**config.mk**
```make
export PLATFORM = sky130hd
export DESIGN_NAME = kmi_divider
export DESIGN_NICKNAME = d
export VERILOG_FILES = /design/src/rtl/kmi_divider.sv
export SDC_FILE = /design/constraint.sdc
export NUM_CORES = 1
export LEC_CHECK = 0
export ABC_CLOCK_PERIOD_IN_PS = 6600
export BUFFER_PORTS_ARGS = -buffer_cell sky130_fd_sc_hd__buf_2
export CORE_MARGIN = 4
export CORE_UTILIZATION = 40
export CTS_BUF_LIST = sky130_fd_sc_hd__clkbuf_16
export CTS_CLUSTER_DIAMETER = 80
export DETAILED_ROUTE_END_ITERATION = 8
export REMOVE_ABC_BUFFERS = 1
export SLEW_MARGIN = 15
export SYNTH_ARGS = -nofsm -noshare
export SYNTH_HDL_FRONTEND = slang
export SYNTH_SLANG_ARGS = --single-unit
```
**constraint.sdc**
```tcl
create_clock -name clock -period 6.6 [get_ports clock]
set_input_delay 1.32 -clock clock [delete_from_list [all_inputs] [get_ports clock]]
set_output_delay 1.32 -clock clock [all_outputs]
set_load 0.005 [all_outputs]
```
**src/rtl/kmi_divider.sv**
```systemverilog
`default_nettype none
// ----------------------------------------------------------------------------
// kmi_divider
// Restoring divider, one quotient bit per cycle: (num << FRAC_BITS) / den.
// ----------------------------------------------------------------------------
module kmi_divider #(
   parameter int unsigned FRAC_BITS = 16
) (
   input  wire logic                   clock,
   input  wire logic                   reset,
   input  wire logic                   start,
   input  wire logic [31:0]            num,
   input  wire logic [31:0]            den,
   output logic                        done,
   output logic [FRAC_BITS:0]          quot
);
   localparam int unsigned QW = 32 + FRAC_BITS;
   localparam int unsigned CW = $clog2(QW + 1);

   logic [QW-1:0] dividend_ff, dividend_in;
   logic [32:0]   rem_ff, rem_in;
   logic [31:0]   den_ff, den_in;
   logic [CW-1:0] count_ff, count_in;
   logic          busy_ff, busy_in;
   logic          done_ff, done_in;
   logic [32:0]   trial;
   logic [32:0]   diff;

   always_comb begin
      dividend_in = dividend_ff;
      rem_in      = rem_ff;
      den_in      = den_ff;
      count_in    = count_ff;
      busy_in     = busy_ff;
      done_in     = 1'b0;
      trial       = {rem_ff[31:0], dividend_ff[QW-1]};
      diff        = trial - {1'b0, den_ff};
      if (start) begin
         dividend_in = {num, {FRAC_BITS{1'b0}}};
         rem_in      = '0;
         den_in      = den;
         count_in    = CW'(QW);
         busy_in     = 1'b1;
      end else if (busy_ff) begin
         if (!diff[32]) begin
            rem_in = diff;
         end else begin
            rem_in = trial;
         end
         dividend_in = {dividend_ff[QW-2:0], ~diff[32]};
         count_in    = count_ff - 1'b1;
         if (count_ff == CW'(1)) begin
            busy_in = 1'b0;
            done_in = 1'b1;
         end
      end
   end

   always_ff @(posedge clock) begin
      if (reset) begin
         busy_ff  <= 1'b0;
         done_ff  <= 1'b0;
         count_ff <= '0;
      end else begin
         busy_ff  <= busy_in;
         done_ff  <= done_in;
         count_ff <= count_in;
      end
      dividend_ff <= dividend_in;
      rem_ff      <= rem_in;
      den_ff      <= den_in;
   end

   assign done = done_ff;
   // quotient never exceeds one, so the low bits carry it
   assign quot = dividend_ff[FRAC_BITS:0];
endmodule
`default_nettype wire
```
==> impl_metrics.tcl, run 1 <==
set metrics [dict create \
    run_status "completed" \
    track_usage 0.154 \
    finish.instance_area_um2 7580 \
    numCtsBuffers 17 \
    power_density_nw_per_um2 284 \
    syn-cell-area_um2 6480 \
    p_leak_nw 3.23 \
    ir_drop_uv 174 \
    worst_path_max_delay_cell "xnor2_4" \
    num_antenna_cells 0 \
    crit_required_ns 6.86 \
    yosysMostFrequentCell "edfxtp_1" \
    finalSetupViolCount 0 \
    cp-end-kind "flip-flop" \
    cp-start-kind "flip-flop" \
    htreeDepth 4 \
    die_x_um 135 \
    clock_path_buffers 2 \
    area_delta_synth_final_pct 17.1 \
    clk_pin_slew_ns 0.06 \
    initial_core_util 0.408 \
    num_rows 46 \
    yosys-top-cells-area "edfxtp_1 (30%), dfxtp_1 (17%), ha_1 (6.6%), mux2i_1 (5.9%), a22o_1 (4.2%)" \
    syn_avg_cell_area_um2 10.2 \
    grt_max_degree 84 \
    first_global_vias 4824 \
    yosysSeqAreaShare 0.470 \
    clock_latency_ns 0.42 \
    yosysTopAreaCellShare 0.297 \
    ys_ff_latch 120 \
    ys.flop_type "edfxtp_1" \
    post-route-period-util 0.547 \
    fin_crit_ns 3.61 \
    firstDrtPassIters 6 \
    async_reset_ff_frac 0 \
    path_buf_inv 2 \
    place_ws_ns 3.01 \
    fin_cells 926 \
    routedWlPerCell_um 14.7 \
    dieArea_um2 18300 \
    hold_slack_ns 0.495 \
    cts-root-buf "clkbuf_16" \
    drive_above_1_share 0.183 \
    holdCritPathClass "flip-flop to flip-flop" \
    post_cts_buffers 0 \
    antenna_found_initial 0 \
    die_h_um 135 \
    pin_count 85 \
    maxCapViolations 0 \
    crit_path_cell_trace "inv_1 -> ha_1 -> fa_1 -> nand2b_1 -> a21oi_2 -> o211ai_2 -> o311ai_1 -> a21oi_2 -> xnor2_4 -> buf_4 -> mux2i_1 -> a211oi_1" \
    fin_ws_ns 2.99 \
    clock_sinks 120 \
    crit_type "flip-flop to flip-flop" \
    skew_ns 0.00805 \
    dp_cells 894 \
    dp_hpwl_um 9360 \
    via_per_inst 5.23 \
    hold_buffers 0 \
    grt_first_pass_wirelength_um 22900 \
    dr_total_vias 4841 \
    drt_first_iter_violations 294 \
    core_area_um2 15900 \
    cts_tree "done" \
    synthTopCellsByCount "edfxtp_1 (64), nor2_1 (60), dfxtp_1 (56), inv_1 (43), mux2i_1 (38)" \
    yosysUniqueCellTypes 55 \
    path_max_fanout 24 \
    gp_congestion 0.873 \
    place_area_um2 6950 \
    nNetsFinal 799 \
    fin_tns_setup_ns 0 \
    drc 0 \
    grt.overflow.total 0 \
    ctsResizeCount 0 \
    io_buffers 84 \
    cp_data_arrival_time_ns 3.87 \
    rsz0062_at_grt "false" \
    syn_inst 636 \
    slowest_delay_ns 0.56 \
    slew_headroom 0.416 \
    finalMaxSlewViolations 0 \
    path_delay_family "compound AO/OA/AOI/OAI gates" \
    cpMostUsedCell "a21oi_2" \
    yosysTopAreaCell "edfxtp_1" \
    max_freq_mhz 277 \
    ant_nets 0 \
    tightest_slew_ns 0.876 \
    yosysWarnings 0 \
    synth_edf_count 64 \
    routed_wirelength_um 13700 \
    final_hold_viol_count 0 \
]
through the flow:
step	power, mW	utilization
floorplan	1.11	-
global placement	1.20	0.438
detailed placement	1.20	0.438
CTS	2.18	0.477
global route	2.26	0.477
finish	2.16	0.477
worst register-to-register path: cells and delay by family, from the launching register on:
kind                       cells  cell delay [ns]
xor gates and xnor gates       1             0.56
and+or+nand+nor                1             0.19
DFF                            1             0.35
buffers and inverters          2             0.56
muxes                          1             0.26
AOI/OAI and AO/OA              5             0.92
adders and majority gates      2             0.63
registers in the layout, summed over array words and instances, names as in the netlist:
name / count
den_ff: 32
busy_ff: 1
dividend_ff: 48
count_ff: 6
rem_ff: 32
done: 1
placed cells by master, fill, tap and decap left out, types with 3 or more instances in the layout:
cell,synthesis,layout
nand2_1,32,32
buf_4,20,6
o21ai_0,23,23
dfxtp_1,56,55
inv_1,43,44
nor2_1,60,60
nand2b_1,12,12
inv_6,0,3
nand3_1,9,9
and3_1,6,6
ha_1,34,34
xor2_1,12,12
a22o_1,31,31
nor3_1,7,7
a21oi_1,37,37
buf_2,2,83
a21o_1,14,14
mux2i_1,38,38
xnor2_1,17,17
a31oi_1,6,6
a211oi_1,23,23
clkbuf_16,0,21
clkinv_4,0,3
nor4_1,3,3
edfxtp_1,64,64
nor2b_1,6,5
nand4_1,5,5
o21ai_1,8,8
a311oi_1,3,3
nor4b_1,4,4
o21a_1,4,4
o211ai_1,5,5
per-layer routing:
| metal | wire length (µm) | GRT usage | vias up |
|---|---|---|---|
| met3 | 900 | 0.0598 | 19 |
| met1 | 6220 | 0.193 | 2289 |
| li1 | - | - | 2422 |
| met4 | 205 | 0.0493 | 0 |
| met2 | 6320 | 0.246 | 111 |
| met5 | 0 | 0 | - |
worst paths after layout:
check                                  from                 endpoint  slack (ns)  cells past startpoint
hold reg to reg     rem_ff[18]$_SDFFE_PP0P_  rem_ff[18]$_SDFFE_PP0P_        0.49                      2
hold / removal      rem_ff[18]$_SDFFE_PP0P_  rem_ff[18]$_SDFFE_PP0P_        0.49                      2
setup reg to reg  dividend_ff[47]$_DFFE_PP_  rem_ff[13]$_SDFFE_PP0P_        2.99                     12
setup / recovery  dividend_ff[47]$_DFFE_PP_  rem_ff[13]$_SDFFE_PP0P_        2.99                     12
cell type report:
cell class	count	area, µm²
timing repair buffer	89	460
fill	1494	8300
clock inverter	11	101
inverter	43	161
multi-input combinational	426	3020
clock buffer	21	526
sequential	120	3040
tap	216	270
power by group:
part | switching [mW] | total [mW] | internal [mW]
clock network | 0.355 | 0.966 | 0.610
registers | 0.0280 | 0.872 | 0.844
logic | 0.180 | 0.318 | 0.138
cell families (layout without fill, tap and decap cells):
kind of cell | Yosys count | in the layout | synth area share
buf+inv | 90 | 164 | 0.0645
xor+xnor | 30 | 30 | 0.0435
mux | 39 | 39 | 0.0605
compound gates | 172 | 172 | 0.183
flops | 120 | 120 | 0.470
fa+ha+maj | 35 | 35 | 0.0688
simple gates | 150 | 150 | 0.110
Note: power is estimated with default switching activity, not from simulation.
==> run 2: changes to the inputs <==
--- a/config.mk
+++ b/config.mk
@@ -5,7 +5,7 @@
 export SDC_FILE = /design/constraint.sdc
 export NUM_CORES = 1
 export LEC_CHECK = 0
-export ABC_CLOCK_PERIOD_IN_PS = 6600
+export ABC_CLOCK_PERIOD_IN_PS = 3500
 export BUFFER_PORTS_ARGS = -buffer_cell sky130_fd_sc_hd__buf_2
 export CORE_MARGIN = 4
 export CORE_UTILIZATION = 40
==> constraint.sdc (replaced) <==
create_clock -name clock -period 3.5 [get_ports clock]
set_input_delay 0.7 -clock clock [delete_from_list [all_inputs] [get_ports clock]]
set_output_delay 0.7 -clock clock [all_outputs]
set_load 0.005 [all_outputs]
==> run 2 against run 1 <==
Net effect:
- clock power rose by 84%
- worst setup slack got worse by 2.6 ns
- flip-flop and latch count did not move
- sequential power rose by 88%
- clock skew rose by 0.0010 ns
- global-route usage barely moved
- utilization rose by 0.56 points
- combinational power rose by 92%
- count of clock-buffer cells in the layout fell by 4
==> impl_metrics.tcl, run 2 (synthesis gave the netlist of run 1 again) <==
set metrics [dict create \
    power_density_nw_per_um2 526 \
    core_area_um2 15900 \
    pin_count 85 \
    tightest_slew_ns 0.759 \
    grt_max_degree 71 \
    cts_tree "done" \
    dp_cells 899 \
    via_per_inst 5.23 \
    num_antenna_cells 0 \
    reg.largest.list "dividend_ff: 48 flops, den_ff: 32 flops, rem_ff: 32 flops" \
    skew_ns 0.00907 \
    crit_end "rem_ff[30]$_SDFFE_PP0P_" \
    p_leak_nw 3.27 \
    path_max_fanout 13 \
    max_freq_mhz 317 \
    dp_hpwl_um 9320 \
    initial_core_util 0.408 \
    grt_first_pass_wirelength_um 22800 \
    crit_required_ns 3.79 \
    cp-startpoint "dividend_ff[47]$_DFFE_PP_" \
    clock_path_buffers 2 \
    dieArea_um2 18300 \
    rsz0062_at_grt "false" \
    clk_pin_slew_ns 0.06 \
    ir_drop_uv 328 \
    clock_latency_ns 0.42 \
    run_status "completed" \
    fin_cells 938 \
    cp-end-kind "flip-flop" \
    place_area_um2 7020 \
    largest_register_ff_count 48 \
    reg2regPathDepth 13 \
    dr_total_vias 4904 \
    final_cell_mix "buf_2 (83), edfxtp_1 (64), nor2_1 (60), dfxtp_1 (55), inv_1 (44)" \
    die_x_um 135 \
    numCtsBuffers 17 \
    drive_above_1_share 0.195 \
    maxCapViolations 0 \
    fin_crit_ns 3.16 \
    ctsResizeCount 0 \
    num_rows 46 \
    finalSetupViolCount 0 \
    max_flop_register "dividend_ff" \
    cp_data_arrival_time_ns 3.45 \
    cp-start-kind "flip-flop" \
    die_h_um 135 \
    track_usage 0.154 \
    drt_first_iter_violations 323 \
    r2r_end "rem_ff[30]$_SDFFE_PP0P_" \
    fillCellCount 1521 \
    hold_slack_ns 0.458 \
    ant_nets 0 \
    final_hold_viol_count 0 \
    post-route-period-util 0.902 \
    area_delta_synth_final_pct 18.4 \
    crit_type "flip-flop to flip-flop" \
    nNetsFinal 811 \
    firstDrtPassIters 4 \
    antenna_found_initial 1 \
    gp_congestion 0.894 \
    r2r_slack_ns 0.34 \
    cts-root-buf "clkbuf_16" \
    routedWlPerCell_um 14.5 \
    r2r-start "dividend_ff[47]$_DFFE_PP_" \
    total_power_mw 4.03 \
    htreeDepth 4 \
    grt.overflow.total 0 \
    first_global_vias 4811 \
    clock_sinks 120 \
    slew_headroom 0.494 \
    io_buffers 84 \
    final_common_cell "buf_2" \
    drc 0 \
    multi_input_area_um2 3020 \
    final-seq-area_um2 3040 \
    routed_wirelength_um 13600 \
    finalMaxSlewViolations 0 \
    finish.instance_area_um2 7670 \
    holdCritPathClass "input port to flip-flop" \
]
## run 2: routing by layer
| layer | GRT usage | wire length, µm | part of all wire |
|---|---|---|---|
| met2 | 0.241 | 6350 | 0.47 |
| met3 | 0.0632 | 905 | 0.067 |
| met4 | 0.0386 | 51 | 0.0038 |
| met5 | 0 | 20 | 0.0015 |
| met1 | 0.200 | 6260 | 0.46 |
## run 2: cell type report
cell class,instances,area share
clock buffer,17,0.0555
clock inverter,15,0.0228
inverter,43,0.0210
multi-input combinational,426,0.393
sequential,120,0.397
tap,216,0.0352
timing repair buffer,101,0.0750
## run 2: worst min-delay path by stage
stage / from / end / slack, ns / cells past startpoint
global route: den[1] / den_ff[1]$_DFFE_PP_ / 0.43 / 1
finish: den[0] / den_ff[0]$_DFFE_PP_ / 0.46 / 1
global placement: rem_ff[21]$_SDFFE_PP0P_ / rem_ff[21]$_SDFFE_PP0P_ / 0.47 / 2
detailed placement: rem_ff[8]$_SDFFE_PP0P_ / rem_ff[8]$_SDFFE_PP0P_ / 0.48 / 2
floorplan: rem_ff[18]$_SDFFE_PP0P_ / rem_ff[18]$_SDFFE_PP0P_ / 0.45 / 2
CTS: den[0] / den_ff[0]$_DFFE_PP_ / 0.44 / 1
## run 2: worst max-delay path, cell delays in order (launching register included)
cell and delay, ns:
edfxtp_1 0.35, inv_1 0.05, ha_1 0.22, fa_1 0.40, nand2b_1 0.19, a21oi_2 0.20, o211ai_2 0.17, o311ai_1 0.31
a21oi_2 0.14, xnor2_4 0.16, buf_4 0.19, buf_4 0.14, nor4b_1 0.13, or3b_1 0.38
## run 2: repair_timing
| item | in CTS | in global routing |
|---|---|---|
| setup endpoints to repair | 0 | 16 |
| setup buffers | 0 | 7 |
| hold buffers | 0 | 0 |
## run 2: through the flow
stage               setup TNS (ns)  utilization  setup slack [ns]
detailed placement               0        0.442             0.228
floorplan                    -2.93            -            -0.286
finish                           0        0.483             0.344
global placement                 0        0.442             0.344
global route                     0        0.483            0.0756
CTS                              0        0.480             0.185
## run 2: power by group
| part | leakage [nW] | internal (mW) | switching (mW) | total, mW |
|---|---|---|---|---|
| clock | 0.293 | 1.12 | 0.660 | 1.78 |
| combinational | 1.87 | 0.270 | 0.340 | 0.610 |
| sequential | 1.11 | 1.59 | 0.0528 | 1.64 |
